File: config.mk
export PLATFORM = sky130hd
export DESIGN_NAME = datetime_field_editor
export DESIGN_NICKNAME = d
export VERILOG_FILES = /design/src/design/dtfe_pkg.sv /design/src/design/datetime_field_editor.sv /design/src/design/dtfe_step.sv
export SDC_FILE = /design/constraint.sdc
export NUM_CORES = 1
export LEC_CHECK = 0
export ABC_AREA = 1
export BUFFER_PORTS_ARGS = -buffer_cell sky130_fd_sc_hd__buf_2
export CORE_AREA = 2 2 114 116
export CTS_BUF_LIST = sky130_fd_sc_hd__clkbuf_16
export DETAILED_ROUTE_END_ITERATION = 8
export DIE_AREA = 0 0 116 118
export PLACE_DENSITY = 0.76
export SLEW_MARGIN = 15
export SYNTH_ARGS = -nofsm -noshare
export SYNTH_HDL_FRONTEND = slang
export SYNTH_HIERARCHICAL = 1
export SYNTH_SLANG_ARGS = --single-unit
export TNS_END_PERCENT = 5
File: constraint.sdc
create_clock -name i_clk -period 2.75 [get_ports i_clk]
set_input_delay 0.275 -clock i_clk [delete_from_list [all_inputs] [get_ports i_clk]]
set_output_delay 0.275 -clock i_clk [all_outputs]
set_load 0.005 [all_outputs]
File: src/design/dtfe_pkg.sv
// Shared types, constants and helper functions for the date and time field editor.
// Used by dtfe_step, datetime_field_editor and the testbench; depends on nothing else.
package dtfe_pkg;

    typedef enum logic [2:0] {
        REQ_LOAD        = 3'd0,
        REQ_BACK        = 3'd1,
        REQ_CURSOR_UP   = 3'd2,
        REQ_CURSOR_DOWN = 3'd3,
        REQ_DEC         = 3'd4,
        REQ_INC         = 3'd5,
        REQ_SELECT      = 3'd6,
        REQ_OTHER       = 3'd7
    } t_req;

    typedef enum logic [1:0] {
        PAGE_NONE   = 2'd0,
        PAGE_REDRAW = 2'd1,
        PAGE_LEAVE  = 2'd2
    } t_page_action;

    typedef enum logic [2:0] {
        FIELD_HOUR   = 3'd0,
        FIELD_MINUTE = 3'd1,
        FIELD_SECOND = 3'd2,
        FIELD_DAY    = 3'd3,
        FIELD_MONTH  = 3'd4,
        FIELD_YEAR   = 3'd5
    } t_field;

    typedef struct packed {
        logic [4:0] hours;
        logic [5:0] minutes;
        logic [5:0] seconds;
        logic [4:0] day;
        logic [3:0] month;
        logic [6:0] year_off;
        t_field     cursor;
    } t_state;

    typedef struct packed {
        t_req       req;
        logic [4:0] hours;
        logic [5:0] minutes;
        logic [5:0] seconds;
        logic [4:0] day;
        logic [3:0] month;
        logic [6:0] year_off;
        logic       time_ok;
        logic       date_ok;
    } t_item;

    localparam logic [4:0]  HoursMax   = 5'd23;
    localparam logic [5:0]  MinSecMax  = 6'd59;
    localparam logic [4:0]  DayFirst   = 5'd1;
    localparam logic [3:0]  MonthFirst = 4'd1;
    localparam logic [3:0]  MonthLast  = 4'd12;
    localparam logic [6:0]  YearOffMax = 7'd99;
    localparam logic [11:0] YearBase   = 12'd2000;

    localparam t_state StateReset = '{
        hours:    5'd0,
        minutes:  6'd0,
        seconds:  6'd0,
        day:      DayFirst,
        month:    MonthFirst,
        year_off: 7'd0,
        cursor:   FIELD_HOUR
    };

    // Length of a month; February is long whenever the offset is divisible by four.
    function automatic logic [4:0] month_days(input logic [3:0] month,
                                              input logic [6:0] year_off);
        logic [4:0] days;
        begin
            unique case (month)
                4'd2:                       days = (year_off[1:0] == 2'd0) ? 5'd29 : 5'd28;
                4'd4, 4'd6, 4'd9, 4'd11:    days = 5'd30;
                default:                    days = 5'd31;
            endcase
            return days;
        end
    endfunction

    function automatic logic [4:0] clamp_day(input logic [4:0] day, input logic [4:0] dim);
        logic [4:0] res;
        begin
            if (day < DayFirst) begin
                res = DayFirst;
            end else if (day > dim) begin
                res = dim;
            end else begin
                res = day;
            end
            return res;
        end
    endfunction

endpackage

File: src/design/datetime_field_editor.sv
// Date and time field editor: one request word in, one result word out per request.
// A word waits in the input register until the result registers are free to take its result.
// Throughput: one word per cycle unless stalled; a stall lets the input register take one word.
// The state update sits in one short logic pass between input and result registers.
// Reset (synchronous, active low) empties both registers and sets 00:00:00 01-01-2000,
// cursor on the hour field. Depends on dtfe_pkg and dtfe_step.
module datetime_field_editor (
    input  logic        i_clk,
    input  logic        i_rst_n,
    input  logic        i_in_valid,
    output logic        o_in_ready,
    input  logic [2:0]  i_req_type,
    input  logic [4:0]  i_clock_hours,
    input  logic [5:0]  i_clock_minutes,
    input  logic [5:0]  i_clock_seconds,
    input  logic [4:0]  i_clock_day,
    input  logic [3:0]  i_clock_month,
    input  logic [6:0]  i_clock_year_offset,
    input  logic        i_time_read_ok,
    input  logic        i_date_read_ok,
    output logic        o_out_valid,
    input  logic        i_out_ready,
    output logic [1:0]  o_page_action,
    output logic        o_commit_request,
    output logic [4:0]  o_edit_hours,
    output logic [5:0]  o_edit_minutes,
    output logic [5:0]  o_edit_seconds,
    output logic [4:0]  o_edit_day,
    output logic [3:0]  o_edit_month,
    output logic [11:0] o_edit_year,
    output logic [2:0]  o_cursor_field
);
    import dtfe_pkg::*;

    t_item        n_item;
    t_item        r_item;
    logic         r_in_valid;
    t_state       r_state;
    t_state       n_state;
    t_page_action n_action;
    t_page_action r_action;
    logic         n_commit;
    logic         r_commit;
    logic         r_out_valid;
    logic         advance;

    assign n_item = '{
        req:      t_req'(i_req_type),
        hours:    i_clock_hours,
        minutes:  i_clock_minutes,
        seconds:  i_clock_seconds,
        day:      i_clock_day,
        month:    i_clock_month,
        year_off: i_clock_year_offset,
        time_ok:  i_time_read_ok,
        date_ok:  i_date_read_ok
    };

    // The state moves only when a result is loaded, so it always matches the result held.
    assign advance    = r_in_valid && (!r_out_valid || i_out_ready);
    assign o_in_ready = !r_in_valid || advance;

    dtfe_step u_step (
        .i_state  (r_state),
        .i_item   (r_item),
        .o_state  (n_state),
        .o_action (n_action),
        .o_commit (n_commit)
    );

    always_ff @(posedge i_clk) begin
        if (!i_rst_n) begin
            r_in_valid  <= 1'b0;
            r_out_valid <= 1'b0;
            r_state     <= StateReset;
        end else begin
            if (o_in_ready) begin
                r_in_valid <= i_in_valid;
            end
            if (advance) begin
                r_state     <= n_state;
                r_out_valid <= 1'b1;
            end else if (i_out_ready) begin
                r_out_valid <= 1'b0;
            end
        end
    end

    always_ff @(posedge i_clk) begin
        if (i_in_valid && o_in_ready) begin
            r_item <= n_item;
        end
        if (advance) begin
            r_action <= n_action;
            r_commit <= n_commit;
        end
    end

    assign o_out_valid      = r_out_valid;
    assign o_page_action    = r_action;
    assign o_commit_request = r_commit;
    assign o_edit_hours     = r_state.hours;
    assign o_edit_minutes   = r_state.minutes;
    assign o_edit_seconds   = r_state.seconds;
    assign o_edit_day       = r_state.day;
    assign o_edit_month     = r_state.month;
    assign o_edit_year      = YearBase + {5'd0, r_state.year_off};
    assign o_cursor_field   = r_state.cursor;

    a_day_in_month: assert property (@(posedge i_clk) disable iff (!i_rst_n)
        (r_state.day >= DayFirst) &&
        (r_state.day <= month_days(r_state.month, r_state.year_off)))
        else $error("edited day outside the month length");

    a_fields_in_range: assert property (@(posedge i_clk) disable iff (!i_rst_n)
        (r_state.month >= MonthFirst) && (r_state.month <= MonthLast) &&
        (r_state.year_off <= YearOffMax) && (r_state.hours <= HoursMax) &&
        (r_state.minutes <= MinSecMax) && (r_state.seconds <= MinSecMax))
        else $error("edited field out of range");

    a_state_holds_on_stall: assert property (@(posedge i_clk) disable iff (!i_rst_n)
        (r_out_valid && !i_out_ready) |=> $stable(r_state))
        else $error("state changed while a result was stalled");

    a_cursor_home_on_load: assert property (@(posedge i_clk) disable iff (!i_rst_n)
        (advance && r_item.req == REQ_LOAD) |=> (r_state.cursor == FIELD_HOUR))
        else $error("cursor not on hour field after load");

endmodule

File: src/design/dtfe_step.sv
// Next-state logic of the editor: applies one request word to the edited fields.
// Purely combinational; depends on dtfe_pkg.
module dtfe_step (
    input  dtfe_pkg::t_state       i_state,
    input  dtfe_pkg::t_item        i_item,
    output dtfe_pkg::t_state       o_state,
    output dtfe_pkg::t_page_action o_action,
    output logic                   o_commit
);
    import dtfe_pkg::*;

    logic [3:0] ld_month;
    logic [6:0] ld_year;
    logic [4:0] dim_now;
    logic [3:0] step_month;
    logic [6:0] step_year;
    logic       up;

    // Saturated date fields from the clock read.
    always_comb begin
        if (i_item.month < MonthFirst) begin
            ld_month = MonthFirst;
        end else if (i_item.month > MonthLast) begin
            ld_month = MonthLast;
        end else begin
            ld_month = i_item.month;
        end
        ld_year = (i_item.year_off > YearOffMax) ? YearOffMax : i_item.year_off;
    end

    assign up      = (i_item.req == REQ_INC);
    assign dim_now = month_days(i_state.month, i_state.year_off);

    always_comb begin
        if (up) begin
            step_month = (i_state.month >= MonthLast) ? MonthFirst : i_state.month + 4'd1;
            step_year  = (i_state.year_off >= YearOffMax) ? 7'd0 : i_state.year_off + 7'd1;
        end else begin
            step_month = (i_state.month <= MonthFirst) ? MonthLast : i_state.month - 4'd1;
            step_year  = (i_state.year_off == 7'd0) ? YearOffMax : i_state.year_off - 7'd1;
        end
    end

    always_comb begin
        o_state  = i_state;
        o_action = PAGE_REDRAW;
        o_commit = 1'b0;
        unique case (i_item.req)
            REQ_LOAD: begin
                if (i_item.time_ok) begin
                    o_state.hours   = (i_item.hours > HoursMax) ? HoursMax : i_item.hours;
                    o_state.minutes = (i_item.minutes > MinSecMax) ? MinSecMax : i_item.minutes;
                    o_state.seconds = (i_item.seconds > MinSecMax) ? MinSecMax : i_item.seconds;
                end
                if (i_item.date_ok) begin
                    o_state.day      = clamp_day(i_item.day, month_days(ld_month, ld_year));
                    o_state.month    = ld_month;
                    o_state.year_off = ld_year;
                end else begin
                    o_state.day      = DayFirst;
                    o_state.month    = MonthFirst;
                    o_state.year_off = 7'd0;
                end
                o_state.cursor = FIELD_HOUR;
            end
            REQ_BACK: begin
                o_action = PAGE_LEAVE;
            end
            REQ_CURSOR_UP: begin
                o_state.cursor = (i_state.cursor == FIELD_HOUR) ? FIELD_YEAR
                               : t_field'(3'(i_state.cursor - 3'd1));
            end
            REQ_CURSOR_DOWN: begin
                o_state.cursor = (i_state.cursor == FIELD_YEAR) ? FIELD_HOUR
                               : t_field'(3'(i_state.cursor + 3'd1));
            end
            REQ_DEC, REQ_INC: begin
                unique case (i_state.cursor)
                    FIELD_HOUR: begin
                        if (up) begin
                            o_state.hours = (i_state.hours >= HoursMax) ? 5'd0
                                          : i_state.hours + 5'd1;
                        end else begin
                            o_state.hours = (i_state.hours == 5'd0) ? HoursMax
                                          : i_state.hours - 5'd1;
                        end
                    end
                    FIELD_MINUTE: begin
                        if (up) begin
                            o_state.minutes = (i_state.minutes >= MinSecMax) ? 6'd0
                                            : i_state.minutes + 6'd1;
                        end else begin
                            o_state.minutes = (i_state.minutes == 6'd0) ? MinSecMax
                                            : i_state.minutes - 6'd1;
                        end
                    end
                    FIELD_SECOND: begin
                        if (up) begin
                            o_state.seconds = (i_state.seconds >= MinSecMax) ? 6'd0
                                            : i_state.seconds + 6'd1;
                        end else begin
                            o_state.seconds = (i_state.seconds == 6'd0) ? MinSecMax
                                            : i_state.seconds - 6'd1;
                        end
                    end
                    FIELD_DAY: begin
                        if (up) begin
                            o_state.day = (i_state.day >= dim_now) ? DayFirst
                                        : i_state.day + 5'd1;
                        end else begin
                            o_state.day = (i_state.day <= DayFirst) ? dim_now
                                        : i_state.day - 5'd1;
                        end
                    end
                    FIELD_MONTH: begin
                        o_state.month = step_month;
                        o_state.day   = clamp_day(i_state.day,
                                                  month_days(step_month, i_state.year_off));
                    end
                    FIELD_YEAR: begin
                        o_state.year_off = step_year;
                        o_state.day      = clamp_day(i_state.day,
                                                     month_days(i_state.month, step_year));
                    end
                    default: begin
                        o_state = i_state;
                    end
                endcase
            end
            REQ_SELECT: begin
                o_commit = 1'b1;
            end
            REQ_OTHER: begin
                o_action = PAGE_NONE;
            end
            default: begin
                o_action = PAGE_NONE;
            end
        endcase
    end

endmodule

==> results of run 1 <==
-- how the worst max path moves through the flow --
stage | cells past startpoint | slack (ps) | end
finish | 26 | -20 | o_edit_day[1]$_SDFFE_PN0P_
global route | 26 | -180 | o_edit_day[1]$_SDFFE_PN0P_
detailed placement | 27 | -90 | o_edit_day[1]$_SDFFE_PN0P_
global placement | 27 | 20 | o_edit_day[1]$_SDFFE_PN0P_
CTS | 27 | 4 | o_edit_day[1]$_SDFFE_PN0P_
floorplan | 26 | 150 | o_edit_day[1]$_SDFFE_PN0P_
-- registers in the layout, summed over array words and instances, names as in the netlist, 2 cells and up --
signal	cells
o_edit_hours	5
o_edit_day	5
o_edit_seconds	6
o_edit_month	4
r_item	38
o_page_action	2
o_cursor_field	3
o_edit_minutes	6
r_state	7
-- cell families after synthesis --
kind of cell             Yosys count  share of synthesized area (%)
AND/OR/NAND/NOR                  406                           27.7
AO/OA/AOI/OAI                    178                           17.0
flip-flops                        79                           31.0
XOR/XNOR                          20                           2.73
adder cells (fa/ha/maj)           27                           5.26
buffers and inverters            207                           16.3
-- cells in the final DEF (no fill, tap or decap), types with 20 or more instances in the layout --
cell type  count
buf_2         88
dfxtp_1       31
nor2_1        88
nand2_1      172
inv_1        118
buf_4         40
nand3_1       87
ha_1          20
o21ai_0       37
edfxtp_1      41
a21oi_1       64
-- repair_timing --
| item | CTS | global route |
|---|---|---|
| setup buffers | 1 | 8 |
| endpoints found under the setup margin | 2 | 4 |
| hold buffers | 0 | 0 |
| pin swaps | 0 | 28 |
| resized for setup | 6 | 58 |
-- layer usage --
metal  global-route usage [%]  vias up  wire [um]
li1                         -     3168          -
met1                     35.8     2978       7700
met2                     38.3      357       7830
met3                     5.46       46       1770
met4                     6.85        0        411
met5                        0        -          0
-- metrics by stage --
stage / instance area [um^2] / power (mW) / setup WS (ps) / utilization (%) / hold slack (ps)
2_1_floorplan: 6420 / 2.05 / 147 / - / 374
3_3_place_gp: 6780 / 2.22 / 21.0 / 54.6 / 452
4_1_cts: 7110 / 3.52 / 3.89 / 57.2 / 90.2
5_1_grt: 7360 / 3.78 / -178 / 59.3 / 93.4
6_report: 7360 / 3.59 / -15.5 / 59.3 / 101
3_5_place_dp: 6780 / 2.23 / -87.7 / 54.6 / 453
-- synthesized netlist by cell type, types with 2 or more instances --
cell type  number
clkbuf_8        3
o21ai_1         2
a22oi_1         9
o221ai_1       14
nand3_1        89
xor2_1         15
o211ai_1       16
a221oi_1        5
xnor2_1         5
dfxtp_1        38
a31oi_1         3
nor2_2          3
edfxtp_1       41
a21oi_1        69
buf_4          41
nor2_4          3
buf_6           9
nand4_1        11
inv_2           7
nor3_1          9
o21ai_0        39
ha_1           27
nand2_2         6
nand2_1       181
inv_1         127
o311ai_0        3
nor2_1         92
buf_2          14
o31ai_1         6
nand3b_1        5
clkbuf_1        6
o22ai_1         5
a32oi_1         3
-- power by group through the flow --
stage	Sequential, mW	Clock, mW	Combinational, mW
floorplan	1.41	0	0.642
global placement	1.44	0	0.778
detailed placement	1.44	0	0.791
CTS	1.42	1.30	0.798
global route	1.44	1.35	0.991
finish	1.42	1.28	0.884
-- cell type report --
cell class	instances	area, um^2	share of cell area, %
clock buffers	9	225	3.06
clock inverters	7	86.3	1.17
inverters	134	508	6.90
multi-input cells	631	3560	48.4
flip-flops and latches	79	2010	27.3
well taps	172	215	2.93
repair buffers	129	752	10.2
==> impl_metrics.yaml, run 1 <==
critical_path:
  crit_family: "simple AND/OR/NAND/NOR gates"
  crit_arrival_ps: 3010
  reg2reg_slack_ps: -20
  cp.required_ps: 2990
  rr_worst_depth: 26
  cp_common_cell: "nand2_2"
  start_kind: "flip-flop"
  critPathKind: "flip-flop to flip-flop"
  r2r_start: "o_edit_month[0]$_SDFFE_PN1P_"
  worst-path-buf-inv: 6
  critPathMaxFanout: 4
  cp_slowest_cell: "dfxtp_4"
  cpPeakStageDelay_ps: 360
  reg2reg_to: "o_edit_day[1]$_SDFFE_PN0P_"
  worst_setup_path_end_kind: "flip-flop"
  worstSetupStartpoint: "o_edit_month[0]$_SDFFE_PN1P_"
drt:
  drtIter0Drc: 736
  vias_per_cell: 5.64
  firstDrtPassIters: 6
  routed_wl_um: 17700
  vias: 6549
  wl_per_cell_um: 15.3
  drcViolationCount: 0
  ant_nets: 0
layout:
  num-fill-cells: 1181
  area_growth_pct: 14.6
  stdcell_count: 1161
  num_antenna_cells: 0
  drive_above_1_share_pct: 21.7
  layout.nets: 1053
timing:
  max_slew_margin_pct: 48.4
  fmax_ghz: 0.362
  finalSetupTns_ps: -15.5
  setup_slack_ps: -15.5
  hold_violations: 0
  clock_skew_ps: 6.36
  rsz0062_at_grt: "true"
  finalCriticalPeriod_ps: 2770
  finalCritPeriodShare_pct: 101
  tightestPinTransition_ps: 774
  drv_slew: 0
  setup_violations: 1
grt:
  grt_pass1_wl_um: 27500
  overflow: 0
  grt_antenna_before_repair: 0
  grt_use_total_pct: 25.1
  grt_pass1_vias: 5633
  grt_start_max_net_pins: 64
clocking:
  cts_tree: "done"
  cts-root-buf: "clkbuf_16"
  cts_buffer_depth: 2
  h-tree-depth: 3
  cts.sinks: 79
  clk_latency_ps: 350
  numCtsBuffers: 9
  clk_pin_slew_worst_paths_ps: 60
power_and_ir_drop:
  power_leakage_nw: 3.32
  swShare_pct: 31.4
  p_switching_mw: 1.13
  p_clk_share_pct: 35.7
  internal-power_mw: 2.46
  comb_power_share_pct: 24.6
  pwr-share-seq_pct: 39.7
  vdd_drop_max_mv: 0.430
  power.density_nw_per_um2: 488
synthesis:
  yosysSeqAreaShare_pct: 31.0
  synth_top_flop_cell: "edfxtp_1"
  ys_ff_latch: 79
  synth_cell_types: 44
  syn_nets: 986
  ys_warn_count: 6
  syn_avg_cell_area_um2: 7.00
  synthCells: 917
  synth.largest_area_cell: "edfxtp_1"
  yosysTopAreaCellShare_pct: 19.2
  async_reset_ff_share_pct: 0
  synthTopCellsByArea: "edfxtp_1 (19%), dfxtp_1 (12%), nand2_1 (11%)"
  netlist_area_um2: 6420
  synth_edf_count: 41
die:
  rows: 41
  core_um2: 12400
  die_w_um: 116
  dieHeight_um: 118
  die-area_um2: 13700
  initial_utilization_pct: 51.7
  pin_count: 88
placed_design:
  gp_congestion: 0.960
  dp.cells: 1136
  dp_hpwl_um: 12000
  io_buffer_count: 87
hold_path:
  whs_path_depth: 1
  hold_path_end: "r_item[26]$_DFFE_PP_"
  hold_path_class: "primary input to flip-flop"
  worstHoldStart: "i_clock_minutes[2]"
status:
  status: "complete, but fails checks"
  violations: "negative setup slack"
flow_run:
  cap_violations: 0
Power figures use the tool's default switching activity.
==> run 2: changes to the inputs <==
--- a/config.mk
+++ b/config.mk
@@ -11,6 +11,7 @@
 export CTS_BUF_LIST = sky130_fd_sc_hd__clkbuf_16
 export DETAILED_ROUTE_END_ITERATION = 8
 export DIE_AREA = 0 0 116 118
+export GPL_TIMING_DRIVEN = 0
 export PLACE_DENSITY = 0.76
 export SLEW_MARGIN = 15
 export SYNTH_ARGS = -nofsm -noshare
==> run 2 against run 1 <==
  * The run ends with design-rule violations, negative setup slack left
  * Via count up 0.38%
  * Critical path depth down 4
  * Critical path type unchanged
  * Cell area up 2.5%
  * Worst hold slack better by 3.2 ps
  * Combinational power up 5.7%
==> impl_metrics.yaml, run 2 (synthesis results as in run 1) <==
layout:
  largest-register: "r_item"
  area_growth_pct: 17.4
  mostFrequentLayoutCells: "nand2_1 (174), inv_1 (123), buf_2 (100), nor2_1 (90), nand3_1 (86)"
  layout.nets: 1093
  drive_above_1_share_pct: 22.4
  largest_reg_flops: 38
  num_antenna_cells: 0
  num-fill-cells: 1206
  reg_top3: "r_item: 38 flops, r_state: 7 flops"
  layout_commonest_cell: "nand2_1"
critical_path:
  worst_setup_path_end_kind: "flip-flop"
  cpPeakStageDelay_ps: 400
  crit_arrival_ps: 3040
  start_kind: "flip-flop"
  cp_slowest_cell: "dfxtp_4"
  cp_common_cell: "nand2_1"
  path_cells: "clkinvlp_4 -> ha_4 -> inv_4 -> nor2_4 -> nand3_2 -> nand2_1 -> nand2_1 -> nand2_2 -> o21ai_2 -> inv_1 -> nor2_1 -> ha_1 -> a22oi_2 -> nand2_1 -> o211ai_1 -> nand3_1 -> o21ai_1 -> nand3_1 -> inv_1 -> nand3_1 -> nand2_1 -> nor2_1"
  cp.required_ps: 2990
  critPathMaxFanout: 7
  critPathKind: "flip-flop to flip-flop"
placed_design:
  gp_congestion: 0.943
  io_buffer_count: 86
  dp_hpwl_um: 13600
die:
  pin_count: 88
  die_w_um: 116
  core_um2: 12400
  dieHeight_um: 118
  initial_utilization_pct: 51.7
  die-area_um2: 13700
  rows: 41
clocking:
  cts_tree: "done"
  cts_buffer_depth: 2
  hold_buffers: 0
  numCtsBuffers: 9
  clk_pin_slew_worst_paths_ps: 60
  h-tree-depth: 3
  cts-root-buf: "clkbuf_16"
  cts.sinks: 79
  clk_latency_ps: 340
drt:
  vias: 6574
  vias_per_cell: 5.47
  drtIter0Drc: 622
  ant_nets: 0
  firstDrtPassIters: 7
  drcViolationCount: 1
  wl_per_cell_um: 15.7
  routed_wl_um: 18800
grt:
  grt_pass1_wl_um: 29200
  grt_antenna_before_repair: 0
  grt_pass1_vias: 5732
  overflow: 0
  grt_start_max_net_pins: 39
  grt_use_total_pct: 27.5
power_and_ir_drop:
  power_leakage_nw: 3.50
  vdd_drop_max_mv: 0.478
  power.density_nw_per_um2: 454
timing:
  finalCritPeriodShare_pct: 102
  finalSetupTns_ps: -54.8
  tightestPinTransition_ps: 765
  setup_violations: 1
  drv_slew: 0
  clock_skew_ps: 8.92
  fmax_ghz: 0.357
  hold_slack_ps: 104
  hold_violations: 0
  setup_slack_ps: -54.8
  rsz0062_at_grt: "true"
  finalCriticalPeriod_ps: 2800
  max_slew_margin_pct: 49.0
status:
  violations: "design-rule violations, negative setup slack"
  status: "complete, but fails checks"
flow_run:
  cap_violations: 0
hold_path:
  hold_path_class: "primary input to flip-flop"
run 2: worst paths after layout:
path                                                    from                           end  slack [ps]  cells past startpoint
worst min-delay path                      i_clock_minutes[3]          r_item[27]$_DFFE_PP_         100                      1
worst min register to register  o_edit_hours[2]$_SDFFE_PN0P_  o_edit_hours[2]$_SDFFE_PN0P_         510                      2
worst max-delay path                 r_state[3]$_SDFFE_PN0P_    o_edit_day[1]$_SDFFE_PN0P_         -50                     22
worst max register to register       r_state[3]$_SDFFE_PN0P_    o_edit_day[1]$_SDFFE_PN0P_         -50                     22
run 2: repair_timing:
item                                    4_1_cts  5_1_grt
endpoints found under the setup margin        4        4
setup buffers                                 1        9
pin swaps                                     2       15
gates resized for setup                      16       32
run 2: critical path, delay by kind of cell, from the launching register on:
| family | cells | cell delay, ps |
|---|---|---|
| AND/OR/NAND/NOR | 12 | 870 |
| AO/OA/AOI/OAI | 4 | 670 |
| flip-flops | 1 | 400 |
| buffers and inverters | 4 | 340 |
| adder cells (fa/ha/maj) | 2 | 440 |
run 2: layout make-up:
cell class	count	area (um^2)	area share (%)
clock buffer	9	225	2.99
multi-input combinational	631	3500	46.4
clock inverter	7	32.5	0.431
inverter	134	514	6.82
sequential	79	2010	26.6
timing repair buffer	96	505	6.70
buffer	73	547	7.25
tap	172	215	2.85
run 2: per-layer routing:
layer / GRT usage (%) / vias to the layer above / wire length (um)
met4: 10.3 / 0 / 342
met1: 39.4 / 3015 / 8620
li1: - / 3250 / -
met2: 41.0 / 284 / 8290
met3: 4.99 / 25 / 1550
met5: 0 / - / 0
run 2: metrics by stage:
stage / std cells / util (%) / cell area [um^2] / total power [mW] / setup slack, ps
finish: 1201 / 60.7 / 7540 / 3.43 / -54.8
detailed placement: 1175 / 56.9 / 7070 / 2.30 / -333
global route: 1201 / 60.7 / 7540 / 3.60 / -193
floorplan: 917 / - / 6420 / 2.05 / 147
global placement: 1175 / 56.9 / 7070 / 2.29 / -324
CTS: 1192 / 59.4 / 7370 / 3.37 / -10.9
run 2: where the power goes:
part	total, mW	internal [mW]	switching, mW	leakage [nW]
Combinational	0.934	0.386	0.548	2.66
Sequential	1.42	1.32	0.0981	0.714
Clock	1.07	0.595	0.479	0.133
